`config.mk`:
```
export PLATFORM = sky130hd
export DESIGN_NAME = top_k_strongest_signal_list_core
export DESIGN_NICKNAME = d
export VERILOG_FILES = /design/src/rtl/core/tkssl_pkg.sv /design/src/rtl/core/tkssl_cell.sv /design/src/rtl/core/top_k_strongest_signal_list_core.sv
export SDC_FILE = /design/constraint.sdc
export NUM_CORES = 1
export LEC_CHECK = 0
export ABC_AREA = 1
export ABC_CLOCK_PERIOD_IN_PS = 7300
export BUFFER_PORTS_ARGS = -buffer_cell sky130_fd_sc_hd__buf_2
export CELL_PAD_IN_SITES_DETAIL_PLACEMENT = 1
export CELL_PAD_IN_SITES_GLOBAL_PLACEMENT = 2
export CORE_UTILIZATION = 36
export DETAILED_ROUTE_END_ITERATION = 8
export GPL_TIMING_DRIVEN = 0
export HOLD_SLACK_MARGIN = 0.02
export MAX_ROUTING_LAYER = met4
export PLACE_DENSITY_LB_ADDON = 0.1
export SLEW_MARGIN = 20
export SYNTH_ARGS = -nofsm -noshare
export SYNTH_HDL_FRONTEND = slang
export SYNTH_HIERARCHICAL = 1
export SYNTH_SLANG_ARGS = --single-unit
```
`constraint.sdc`:
```
create_clock -name clock -period 7.3 [get_ports clock]
set_input_delay 0.73 -clock clock [delete_from_list [all_inputs] [get_ports clock]]
set_output_delay 0.73 -clock clock [all_outputs]
set_load 0.02 [all_outputs]
```
`src/rtl/core/tkssl_pkg.sv`:
```
// Shared types and constants for the strongest-signal list core.
// No dependencies; imported by every module of the block.
`default_nettype none

package tkssl_pkg;

   localparam int LIST_DEPTH = 8;
   localparam int IDX_W      = $clog2(LIST_DEPTH);
   localparam int CNT_W      = $clog2(LIST_DEPTH + 1);
   localparam int ADDR_W     = 48;
   localparam int RSSI_W     = 8;

   localparam logic signed [RSSI_W-1:0] EMPTY_STRENGTH = -8'sd127;

   typedef enum logic [1:0] {
      ACT_CLEAR  = 2'd0,
      ACT_OFFER  = 2'd1,
      ACT_READ   = 2'd2,
      ACT_IGNORE = 2'd3
   } action_type;

   // broadcast to every cell
   typedef struct packed {
      logic                     clear;
      logic                     take;
      logic signed [RSSI_W-1:0] strength;
      logic [ADDR_W-1:0]        address;
   } tkssl_cmd_type;

   // handed from a cell to its right-hand neighbour
   typedef struct packed {
      logic                     ge;
      logic signed [RSSI_W-1:0] strength;
      logic [ADDR_W-1:0]        address;
   } tkssl_link_type;

endpackage

`default_nettype wire

```
`src/rtl/core/tkssl_cell.sv`:
```
// One list slot: holds a strength and an address, compares against the offer.
// Depends on tkssl_pkg.
`default_nettype none

module tkssl_cell
   import tkssl_pkg::*;
(
   input  wire logic           clock,
   input  wire logic           reset,
   input  wire tkssl_cmd_type  cmd,
   input  wire logic           occupied,
   input  wire tkssl_link_type left_link,
   output      tkssl_link_type right_link,
   output      logic           ins_here
);

   logic signed [RSSI_W-1:0] strength_ff, strength_in;
   logic [ADDR_W-1:0]        address_ff, address_in;
   logic                     ge;
   logic                     load;

   // entry at or above the offer stays put
   assign ge       = occupied && (strength_ff >= cmd.strength);
   assign load     = cmd.take && !ge;
   assign ins_here = load && left_link.ge;

   always_comb begin
      strength_in = strength_ff;
      address_in  = address_ff;
      if (cmd.clear) begin
         strength_in = EMPTY_STRENGTH;
      end else if (load) begin
         if (left_link.ge) begin
            strength_in = cmd.strength;
            address_in  = cmd.address;
         end else begin
            strength_in = left_link.strength;
            address_in  = left_link.address;
         end
      end
   end

   always_ff @(posedge clock) begin
      if (reset) begin
         strength_ff <= EMPTY_STRENGTH;
      end else begin
         strength_ff <= strength_in;
      end
   end

   always_ff @(posedge clock) begin
      address_ff <= address_in;
   end

   assign right_link = '{ge: ge, strength: strength_ff, address: address_ff};

endmodule

`default_nettype wire

```
`src/rtl/core/top_k_strongest_signal_list_core.sv`:
```
// Top level of the strongest-signal list: row of tkssl_cell slots plus count
// and response registers. Depends on tkssl_pkg and tkssl_cell.
//
// Keeps the LIST_DEPTH strongest qualifying advertisements, strongest first.
// A request is taken on any clock edge with start high; busy is never raised,
// so one request per cycle is sustained. Its response is registered and
// appears in the next cycle on the rsp_ ports with rsp_valid high for that single cycle;
// the receiver cannot stall it and must capture it then. Every slot of the
// cell row compares itself with the offer in parallel and
// either holds, takes the offer, or takes its left neighbour's entry, so an
// insertion completes in one compare-and-shift step.
`default_nettype none

module top_k_strongest_signal_list_core
   import tkssl_pkg::*;
(
   input  wire logic                     clock,
   input  wire logic                     reset,
   input  wire logic                     start,
   output      logic                     busy,
   input  wire logic [1:0]               req_action,
   input  wire logic                     req_name_matches,
   input  wire logic                     req_has_service,
   input  wire logic [ADDR_W-1:0]        req_device_address,
   input  wire logic signed [RSSI_W-1:0] req_signal_strength,
   input  wire logic [2:0]               req_read_index,
   output      logic                     rsp_valid,
   output      logic                     rsp_accepted,
   output      logic [2:0]               rsp_placed_at,
   output      logic [3:0]               rsp_entry_count,
   output      logic                     rsp_read_valid,
   output      logic [ADDR_W-1:0]        rsp_read_address,
   output      logic signed [RSSI_W-1:0] rsp_read_strength
);

   tkssl_cmd_type  cmd;
   tkssl_link_type link [LIST_DEPTH+1];
   tkssl_link_type slot_view [LIST_DEPTH];
   logic [LIST_DEPTH-1:0] ins_vec;
   logic [LIST_DEPTH-1:0] occ_vec;

   logic [CNT_W-1:0] count_ff, count_in;
   logic             go;
   logic             offer_ok;
   logic             full;
   logic             take;
   action_type       act;

   logic             rsp_valid_ff;
   logic             accepted_ff, accepted_in;
   logic [2:0]       placed_ff, placed_in;
   logic [3:0]       entry_ff;
   logic             rvalid_ff, rvalid_in;
   logic [ADDR_W-1:0]        raddr_ff, raddr_in;
   logic signed [RSSI_W-1:0] rstr_ff, rstr_in;
   logic [IDX_W-1:0] ridx;
   logic [IDX_W-1:0] pos;

   assign busy     = 1'b0;
   assign go       = start && !busy;
   assign act      = action_type'(req_action);
   assign offer_ok = go && (act == ACT_OFFER) && (req_name_matches || req_has_service);
   assign full     = (count_ff == CNT_W'(LIST_DEPTH));
   // full list: drop unless stronger than the last entry
   assign take     = offer_ok && (!full || !link[LIST_DEPTH].ge);

   assign cmd = '{clear:    go && (act == ACT_CLEAR),
                  take:     take,
                  strength: req_signal_strength,
                  address:  req_device_address};

   // left edge acts as an always-stronger neighbour
   assign link[0] = '{ge: 1'b1, strength: '0, address: '0};

   for (genvar g = 0; g < LIST_DEPTH; g++) begin : g_cell
      assign occ_vec[g] = (CNT_W'(g) < count_ff);
      // slot g's own contents, for reads
      assign slot_view[g] = link[g+1];
      tkssl_cell u_cell (
         .clock      (clock),
         .reset      (reset),
         .cmd        (cmd),
         .occupied   (occ_vec[g]),
         .left_link  (link[g]),
         .right_link (link[g+1]),
         .ins_here   (ins_vec[g])
      );
   end

   // one-hot insertion point to index
   always_comb begin
      pos = '0;
      for (int i = 0; i < LIST_DEPTH; i++) begin
         if (ins_vec[i]) begin
            pos = pos | IDX_W'(i);
         end
      end
   end

   always_comb begin
      count_in = count_ff;
      if (cmd.clear) begin
         count_in = '0;
      end else if (take && !full) begin
         count_in = count_ff + CNT_W'(1);
      end
   end

   assign ridx = req_read_index[IDX_W-1:0];

   always_comb begin
      accepted_in = take;
      placed_in   = take ? 3'(pos) : 3'd0;
      rvalid_in   = 1'b0;
      raddr_in    = '0;
      rstr_in     = '0;
      case (act)
         ACT_READ: begin
            if (CNT_W'(req_read_index) < count_ff) begin
               rvalid_in = 1'b1;
               raddr_in  = slot_view[ridx].address;
               rstr_in   = slot_view[ridx].strength;
            end
         end
         default: begin
            rvalid_in = 1'b0;
         end
      endcase
   end

   always_ff @(posedge clock) begin
      if (reset) begin
         count_ff     <= '0;
         rsp_valid_ff <= 1'b0;
      end else begin
         count_ff     <= count_in;
         rsp_valid_ff <= go;
      end
   end

   always_ff @(posedge clock) begin
      accepted_ff <= accepted_in;
      placed_ff   <= placed_in;
      entry_ff    <= 4'(count_in);
      rvalid_ff   <= rvalid_in;
      raddr_ff    <= raddr_in;
      rstr_ff     <= rstr_in;
   end

   assign rsp_valid       = rsp_valid_ff;
   assign rsp_accepted    = accepted_ff;
   assign rsp_placed_at   = placed_ff;
   assign rsp_entry_count = entry_ff;
   assign rsp_read_valid  = rvalid_ff;
   assign rsp_read_address  = raddr_ff;
   assign rsp_read_strength = rstr_ff;

endmodule

`default_nettype wire

```
* Word level (Yosys, flattened, before mapping)
Cells that the tools add are included.
W data, S select, Z words.
** Storage, ports and cells
- Output and inout bits :: 67
- Word-level logic and storage cells :: 125
- Register bits after elaboration :: 518
- Input bits :: 66
** Operators by class
- $add $sub $neg :: 1
- Mux-type cells :: 27
- Bitwise logic cells :: 2
- Eq/ne operators :: 3
- Reduce and logical (&&, ||, !) cells :: 50
- Magnitude comparators :: 18
** Operator list (number)
- $mux W48 :: 7
- $bmux W57 S3 :: 1
- $mux W56 :: 2
- $ge A8 B8 Y1 :: 8
- $mux W8 :: 7
- $logic_and A1 B1 Y1 :: 28
- $reduce_and A2 Y1 :: 9
- $lt A3 B4 Y1 const A :: 4
- $mux W3 :: 4
- $logic_not A1 Y1 :: 9
- $lt A1 B4 Y1 const A :: 2
- $lt A2 B4 Y1 const A :: 2
- $mux W4 :: 2
- $add A4 B1 Y4 const B :: 1
- $eq A4 B4 Y1 const B :: 1
- $ge A4 B4 Y1 const B :: 1
- $lt A3 B4 Y1 :: 1
- $mux W2 :: 2
- $not A3 Y4 :: 1
- $eq A2 B1 Y1 const B :: 1
- $eq A2 B2 Y1 const B :: 1
- $logic_not A2 Y1 :: 1
- $logic_or A1 B1 Y1 :: 2
- $mux W1 :: 2
- 2 further kinds :: 2

* Logic depth before layout (Yosys ltp)
Gate-level depths: netlist of run 1.
- Word-level depth :: 14
- Gate-level depth with buffers :: 22
- Mapped depth without buffers :: 20

* By module
The synthesis of run 1 kept the hierarchy.
** By module, submodules not included
- tkssl_cell at g_cell[0].u_cell ... :: cells an instance 313, times used 7, area each 2693.8 um^2, sequential area each 1601.5 um^2
- top_k_strongest_signal_list_core :: cells an instance 1366, times used 1, area each 6917.9 um^2, sequential area each 1401.3 um^2
- tkssl_cell at g_cell[1].u_cell :: cells an instance 312, times used 1, area each 2713.9 um^2, sequential area each 1601.5 um^2

* Worst setup path after synthesis of run 1
OpenSTA, ideal clock, no wires.
- Kind :: input port to flip-flop
- Start point :: input req_signal_strength[7]
- End point :: register g_cell[1].u_cell.address_ff[0] (enable)
- Setup slack :: 1.798 ns
- Arrival time :: 5.048 ns
- Setup time :: 0.454 ns
- Path buffers :: 2
- Required time :: 6.846 ns
- Stages :: 16
- Cells stage by stage :: inv_1 > ha_1 > a21o_1 > nor2_1 > nand2_1 > nand2_1 > nand3_2 > nand2_2 > inv_1 > buf_4 > nand4_1 > nand2_1 > inv_1 > nand2_4 > buf_8 > nor2_1
** On the way
- Word-level cells in the longest chain between the ends :: 7
- Elaborated cells between the ends (all ways) :: 10
- Classes of those cells :: 2 x order compare; 8 x reduce/logical
** Ends and longest elaborated chain
- start: declaration :: RTL line top_k_strongest_signal_list_core.sv:25 : input wire logic signed [RSSI_W-1:0] req_signal_strength,
- $ge A8 B8 Y1 :: RTL line tkssl_cell.sv:23 : assign ge = occupied && (strength_ff >= cmd.strength);
- $logic_and A1 B1 Y1 :: RTL line tkssl_cell.sv:23
- named net g_cell[7].u_cell.ge :: RTL line tkssl_cell.sv:19 : logic ge;
- $logic_not A1 Y1 :: RTL line top_k_strongest_signal_list_core.sv:65 : assign take = offer_ok && (!full || !link[LIST_DEPTH].ge);
- $logic_or A1 B1 Y1 :: RTL line top_k_strongest_signal_list_core.sv:65
- $logic_and A1 B1 Y1 :: RTL line top_k_strongest_signal_list_core.sv:65
- named net accepted_in :: RTL line top_k_strongest_signal_list_core.sv:50 : logic accepted_ff, accepted_in;
- $logic_and A1 B1 Y1 :: RTL line tkssl_cell.sv:24 : assign load = cmd.take && !ge;
- $reduce_and A2 Y1 (no line)
- end signal: assignment :: RTL line tkssl_cell.sv:52 : address_ff <= address_in;
- end: declaration :: RTL line tkssl_cell.sv:18 : logic [ADDR_W-1:0] address_ff, address_in;
The timed path passes the listed nets, and every way through them passes these cells.
A chain may end at the register's enable or synchronous reset.

* Final worst setup path of run 1
- Start point :: input req_signal_strength[7]
- End point :: register placed_ff[2] (netlist: rsp_placed_at[2])
** On the way
- Elaborated cells between the ends (all ways) :: 28
- Classes of those cells :: 5 x order compare; 4 x mux; 19 x reduce/logical
** RTL lines
- $ge A8 B8 Y1 :: RTL line tkssl_cell.sv:23
- $logic_and A1 B1 Y1 :: RTL line tkssl_cell.sv:23
- named net g_cell[5].u_cell.ge :: RTL line tkssl_cell.sv:19
- $logic_and A1 B1 Y1 :: RTL line tkssl_cell.sv:25 : assign ins_here = load && left_link.ge;
- named net ins_vec[6] :: RTL line top_k_strongest_signal_list_core.sv:39 : logic [LIST_DEPTH-1:0] ins_vec;
- $mux W3 (2 in series) :: RTL line top_k_strongest_signal_list_core.sv:94 : if (ins_vec[i]) begin
- end signal: assignment :: RTL line top_k_strongest_signal_list_core.sv:143 : placed_ff <= placed_in;
- end: declaration :: RTL line top_k_strongest_signal_list_core.sv:51 : logic [2:0] placed_ff, placed_in;
The timed path passes the listed nets, and every way through them passes these cells.

==> results of run 1 <==
per-stage QoR:
step                      setup slack (ns)  cell area (um2)  std cells  power, mW
after global placement               -1.95            30700       5098       4.20
after detailed placement              2.49            31100       5115       4.22
final                                 3.07            33200       5236       7.36
after floorplan                       1.80            28700       3928       3.86
after CTS                             3.11            33100       5233       7.44
after global routing                  2.87            33200       5236       7.65
power breakdown:
group          switching, mW  internal (mW)
clock network           1.33           1.86
registers             0.0516           3.25
logic                  0.620          0.241
worst min-delay path, cell delays in order:
cell and delay, ns:
buf_2 0.09, inv_1 0.04, nor2_1 0.07
per-layer routing:
metal / global-route usage / part of all wire / wire (um)
met5: - / 0 / 0
met4: 0.0668 / 0.018 / 2000
met3: 0.0326 / 0.045 / 4870
met2: 0.455 / 0.47 / 51400
met1: 0.364 / 0.46 / 50000
state kept, by name, indices dropped and copies added, names as in the netlist:
signal,flops
rsp_accepted,1
rsp_read_valid,1
count_ff,4
rsp_placed_at,3
rsp_read_address,48
g_cell.u_cell/address_ff,384
g_cell.u_cell/strength_ff,64
rsp_valid,1
rsp_entry_count,4
rsp_read_strength,8
layout make-up:
cell class | count | share of cell area
multi-input combinational | 2911 | 0.373
sequential | 518 | 0.429
clock inverter | 14 | 0.00234
clock buffer | 104 | 0.0597
timing repair buffer | 147 | 0.0306
inverter | 302 | 0.0343
antenna | 3 | 0.000226
buffer | 197 | 0.0322
tap | 1040 | 0.0393
layout by cell type (no fill, tap or decap), types with 62 or more instances in the layout:
cell and n:
buf_2 183, nand2_1 2176, conb_1 62, o21ai_0 131
inv_1 290, edfxtp_1 384, nor2_1 191, nand3_1 108
clkbuf_1 115, dfxtp_1 134, ha_1 69, clkbuf_16 70
worst min-delay path by stage:
stage / startpoint / slack [ns] / end / cells past startpoint
floorplan: g_cell[7].u_cell/strength_ff[0] / 0.45 / g_cell[7].u_cell/strength_ff[0] / 2
global placement: g_cell[7].u_cell/strength_ff[0] / 0.49 / g_cell[7].u_cell/strength_ff[0] / 2
detailed placement: g_cell[7].u_cell/strength_ff[0] / 0.49 / g_cell[7].u_cell/strength_ff[0] / 2
CTS: start / 0.35 / rsp_valid / 3
global route: start / 0.38 / rsp_valid / 3
finish: start / 0.37 / rsp_valid / 3
==> impl_metrics.yaml, run 1 <==
global_routing:
  grt_pass1_vias: 25600
  antenna_found_initial: 5
  grt_max_degree: 24
  grt_pass1_wl_mm: 162
  track_usage: 0.277
  grt-ovfl-total: 0
critical_path:
  worstSetupStartpoint: "req_signal_strength[7]"
  path_cells: "buf_2 > inv_1 > ha_1 > a21o_1 > nor2_1 > nand2_1 > nand2_1 > nand3_2 > nand2_2 > inv_1 > buf_4 > clkinv_1 > clkbuf_1 > clkbuf_1 > nor2_1 > nor4_1 > nor2_1"
  r2r-start: "g_cell[5].u_cell/strength_ff[7]"
  critPathTopFamily: "buffers and inverters"
  startpoint_type: "primary input"
  required_ns: 7.77
  slowest_stage: "clkbuf_1"
  critPathKind: "primary input to flop"
  worstReg2RegEnd: "rsp_placed_at[2]"
  crit_fanout: 10
  ff2ff_path_depth: 15
  r2r_setup_slack_ns: 3.28
  crit_cells: 17
  critPathCapture: "rsp_placed_at[2]"
  worstPathArrival_ns: 4.70
  cp_common_cell: "nor2_1"
  crit_buf_inv: 7
  endpoint_kind: "flop"
  slowest_delay_ns: 0.78
floorplanning:
  initial_core_util: 0.366
  core-area_um2: 77800
  die_y_um: 283
  dieArea_um2: 80300
  fp.dieW_um: 283
  rows: 102
  io_pins: 133
clocking:
  htreeDepth: 3
  clk_latency_ns: 0.61
  clock-sinks: 518
  cts-root-buf: "clkbuf_16"
  ctsHoldBuffers: 0
  cts_tree: "done"
  clockBufferDepth: 3
  cts.clk_slew.worst_paths_ns: 0.05
  cts_setup_buffers: 0
  cts_resized: 0
  cts-buffers-inserted: 67
synthesis:
  synth.avg_cell_area_um2: 7.36
  synth_cells: 3868
  yosys_warnings: 6
  synth_area_um2: 28500
final_layout:
  fill_cells: 9751
  area_delta_synth_final_pct: 16.4
  utilization: 0.426
  register_area_um2: 14200
  nets: 4279
  multi_input_area_um2: 12400
  drive_above_1_share: 0.0983
placement:
  numPortBuffers: 130
  gp_congestion: 0.847
  post-dp-hpwl_mm: 78.4
route:
  routed_wl_mm: 108
  first_pass_iters: 7
  post_drt_wl_per_cell_um: 20.7
  route.detailed.drc: 0
  ant_nets: 0
  drtIter0Drc: 1562
  viasPerCell: 4.86
  vias: 25400
timing:
  tightest_slew_ns: 1.24
  tns_ns: 0
  fin_crit_sh: 0.579
  slew_violations: 0
  fmax_ghz: 0.237
  hold_viol: 0
  setup_viol: 0
  slew_headroom: 0.171
  holdWs_ns: 0.370
  fin_skew_ns: 0.0198
  rsz0062_at_grt: "false"
  fin_crit_ns: 4.23
pwr:
  cellLeakagePower_nw: 16.2
  power_density_nw_per_um2: 222
  vdd.ir_drop.worst_v: 0.000175
outcome:
  status: "finished clean"
worst_hold_path:
  min_path_type: "primary input to flop"
flow_run:
  cap_violations: 0
Power figures use the tool's default switching activity.
==> run 2, diff against run 1 <==
ABC_AREA = 0   (was 1)
ABC_CLOCK_PERIOD_IN_PS = 4050   (was 7300)
CORE_UTILIZATION = 45   (was 36)
clock period = 4.05 ns   (was 7.3 ns; I/O delays follow)
==> run 2 against run 1 <==
- total power up 75%
- final area down 1.5%
- die area down 21%
- hold slack worse by 0.28 ns
- synthesized area down 1.8%
- critical endpoint is now g_cell[7].u_cell/address_ff[42]
- largest power group unchanged
- highest routed layer unchanged
==> impl_metrics.yaml, run 2 <==
outcome:
  status: "finished clean"
floorplanning:
  rows: 91
  dieArea_um2: 63100
  fp.dieW_um: 251
  die_y_um: 251
  initial_core_util: 0.454
  io_pins: 133
  core-area_um2: 61600
clocking:
  clk_latency_ns: 0.64
  cts-root-buf: "clkbuf_16"
  cts-buffers-inserted: 58
  clock-sinks: 518
  cts.clk_slew.worst_paths_ns: 0.06
  htreeDepth: 2
  cts_tree: "done"
  clockBufferDepth: 3
route:
  viasPerCell: 5.67
  vias: 18300
  route.detailed.drc: 0
  drtIter0Drc: 1128
  first_pass_iters: 5
  ant_nets: 0
  routed_wl_mm: 87.5
  post_drt_wl_per_cell_um: 27.2
synthesis:
  yosys_warnings: 6
  synth.avg_cell_area_um2: 13.7
  synth_area_um2: 28000
  synth_cells: 2047
final_layout:
  drive_above_1_share: 0.430
  regMostFlops: "g_cell.u_cell/address_ff"
  finalInstanceArea_um2: 32700
  final_common_cell: "mux2_2"
  fill_cells: 6138
  largest_reg_flops: 384
  area_delta_synth_final_pct: 16.8
  layout_common_cells: "mux2_2 (489), edfxtp_1 (384), buf_2 (191)"
  nets: 2460
global_routing:
  grt_max_degree: 43
  track_usage: 0.285
  grt-ovfl-total: 0
  grt_pass1_vias: 19400
  grt_pass1_wl_mm: 129
  antenna_found_initial: 8
timing:
  fin_skew_ns: 0.0329
  slew_violations: 0
  holdWs_ns: 0.0886
  slew_headroom: 0.253
  fin_crit_sh: 0.962
  setup_viol: 0
  setup_ws_ns: 0.154
  fmax_ghz: 0.257
  rsz0062_at_grt: "false"
  tightest_slew_ns: 1.12
  hold_viol: 0
  fin_crit_ns: 3.90
critical_path:
  endpoint_kind: "flop"
  r2r-start: "g_cell[7].u_cell/strength_ff[3]"
  worstReg2RegEnd: "g_cell[7].u_cell/address_ff[42]"
  path_cells: "ha_4 > a211oi_2 > a211oi_2 > o21ai_1 > a21boi_1 > buf_4 > a211o_1 > inv_4 > nand2_1 > o31a_1 > buf_6 > nor2_4 > buf_12"
  critPathTopFamily: "compound AO/OA/AOI/OAI gates"
  crit_fanout: 19
  slowest_delay_ns: 0.63
  r2r_setup_slack_ns: 0.15
  critPathKind: "flop to flop"
  slowest_stage: "nor2_4"
  required_ns: 4.36
  ff2ff_path_depth: 13
  cp_common_cell: "a211oi_2"
  worstPathArrival_ns: 4.21
  crit_cells: 13
  crit_buf_inv: 4
  startpoint_type: "flop"
placement:
  gp_congestion: 0.829
  post-dp-hpwl_mm: 59.3
  numPortBuffers: 131
  post-place-ws_ns: -0.660
  dpl_cell_area_um2: 30600
pwr:
  vdd.ir_drop.worst_v: 0.000312
  cellLeakagePower_nw: 12.7
  power_density_nw_per_um2: 394
  report.power.total_mw: 12.9
worst_hold_path:
  min_from: "start"
  min_path_type: "primary input to flop"
  hold_end: "rsp_valid"
  hold_depth: 2
flow_run:
  cap_violations: 0
## run 2: stage by stage
step | utilization | std cells | setup TNS [ns]
after global routing | 0.530 | 3217 | 0
after global placement | 0.486 | 3075 | -1919.34
after CTS | 0.530 | 3211 | 0
final | 0.530 | 3220 | 0
after floorplan | - | 2107 | -245.15
after detailed placement | 0.496 | 3100 | -71.38
## run 2: worst max path at each step
| stage | from | slack [ns] | endpoint |
|---|---|---|---|
| final | g_cell[7].u_cell/strength_ff[3] | 0.15 | g_cell[7].u_cell/address_ff[42] |
| after global routing | g_cell[7].u_cell/strength_ff[3] | 0.02 | g_cell[7].u_cell/address_ff[42] |
| after CTS | g_cell[7].u_cell/strength_ff[3] | 0.16 | g_cell[7].u_cell/address_ff[42] |
| after detailed placement | req_signal_strength[1] | -0.66 | g_cell[1].u_cell/address_ff[21] |
| after global placement | req_action[1] | -5.38 | g_cell[1].u_cell/address_ff[21] |
| after floorplan | req_signal_strength[1] | -0.72 | g_cell[1].u_cell/address_ff[0] |
## run 2: layout make-up
class / count / area [um2] / share of cell area
inverters: 72 / 280 / 0.00858
repair buffers: 158 / 1220 / 0.0373
clock inverters: 34 / 439 / 0.0134
flip-flops and latches: 518 / 14200 / 0.435
diodes: 9 / 22.5 / 0.000689
plain buffers: 130 / 896 / 0.0274
clock buffers: 75 / 1630 / 0.0499
well taps: 837 / 1050 / 0.0321
multi-input cells: 1387 / 12900 / 0.395
## run 2: power by group
| part | internal (mW) | switching (mW) |
|---|---|---|
| combinational | 0.508 | 0.722 |
| clock | 3.42 | 2.28 |
| sequential | 5.85 | 0.0725 |
| total | 9.78 | 3.08 |
## run 2: what timing repair did
action,CTS,global route
hold buffers,0,0
gates resized for setup,0,0
endpoints found under the setup margin,30,0
buffers inserted,2,0
## run 2: metal layers
layer  track usage  vias up  routed length, um
li1              -     8239                  -
met2         0.470      405              42600
met4        0.0625        0               1590
met1         0.377     9504              39700
met5             -        -                  0
met3        0.0344      112               3610
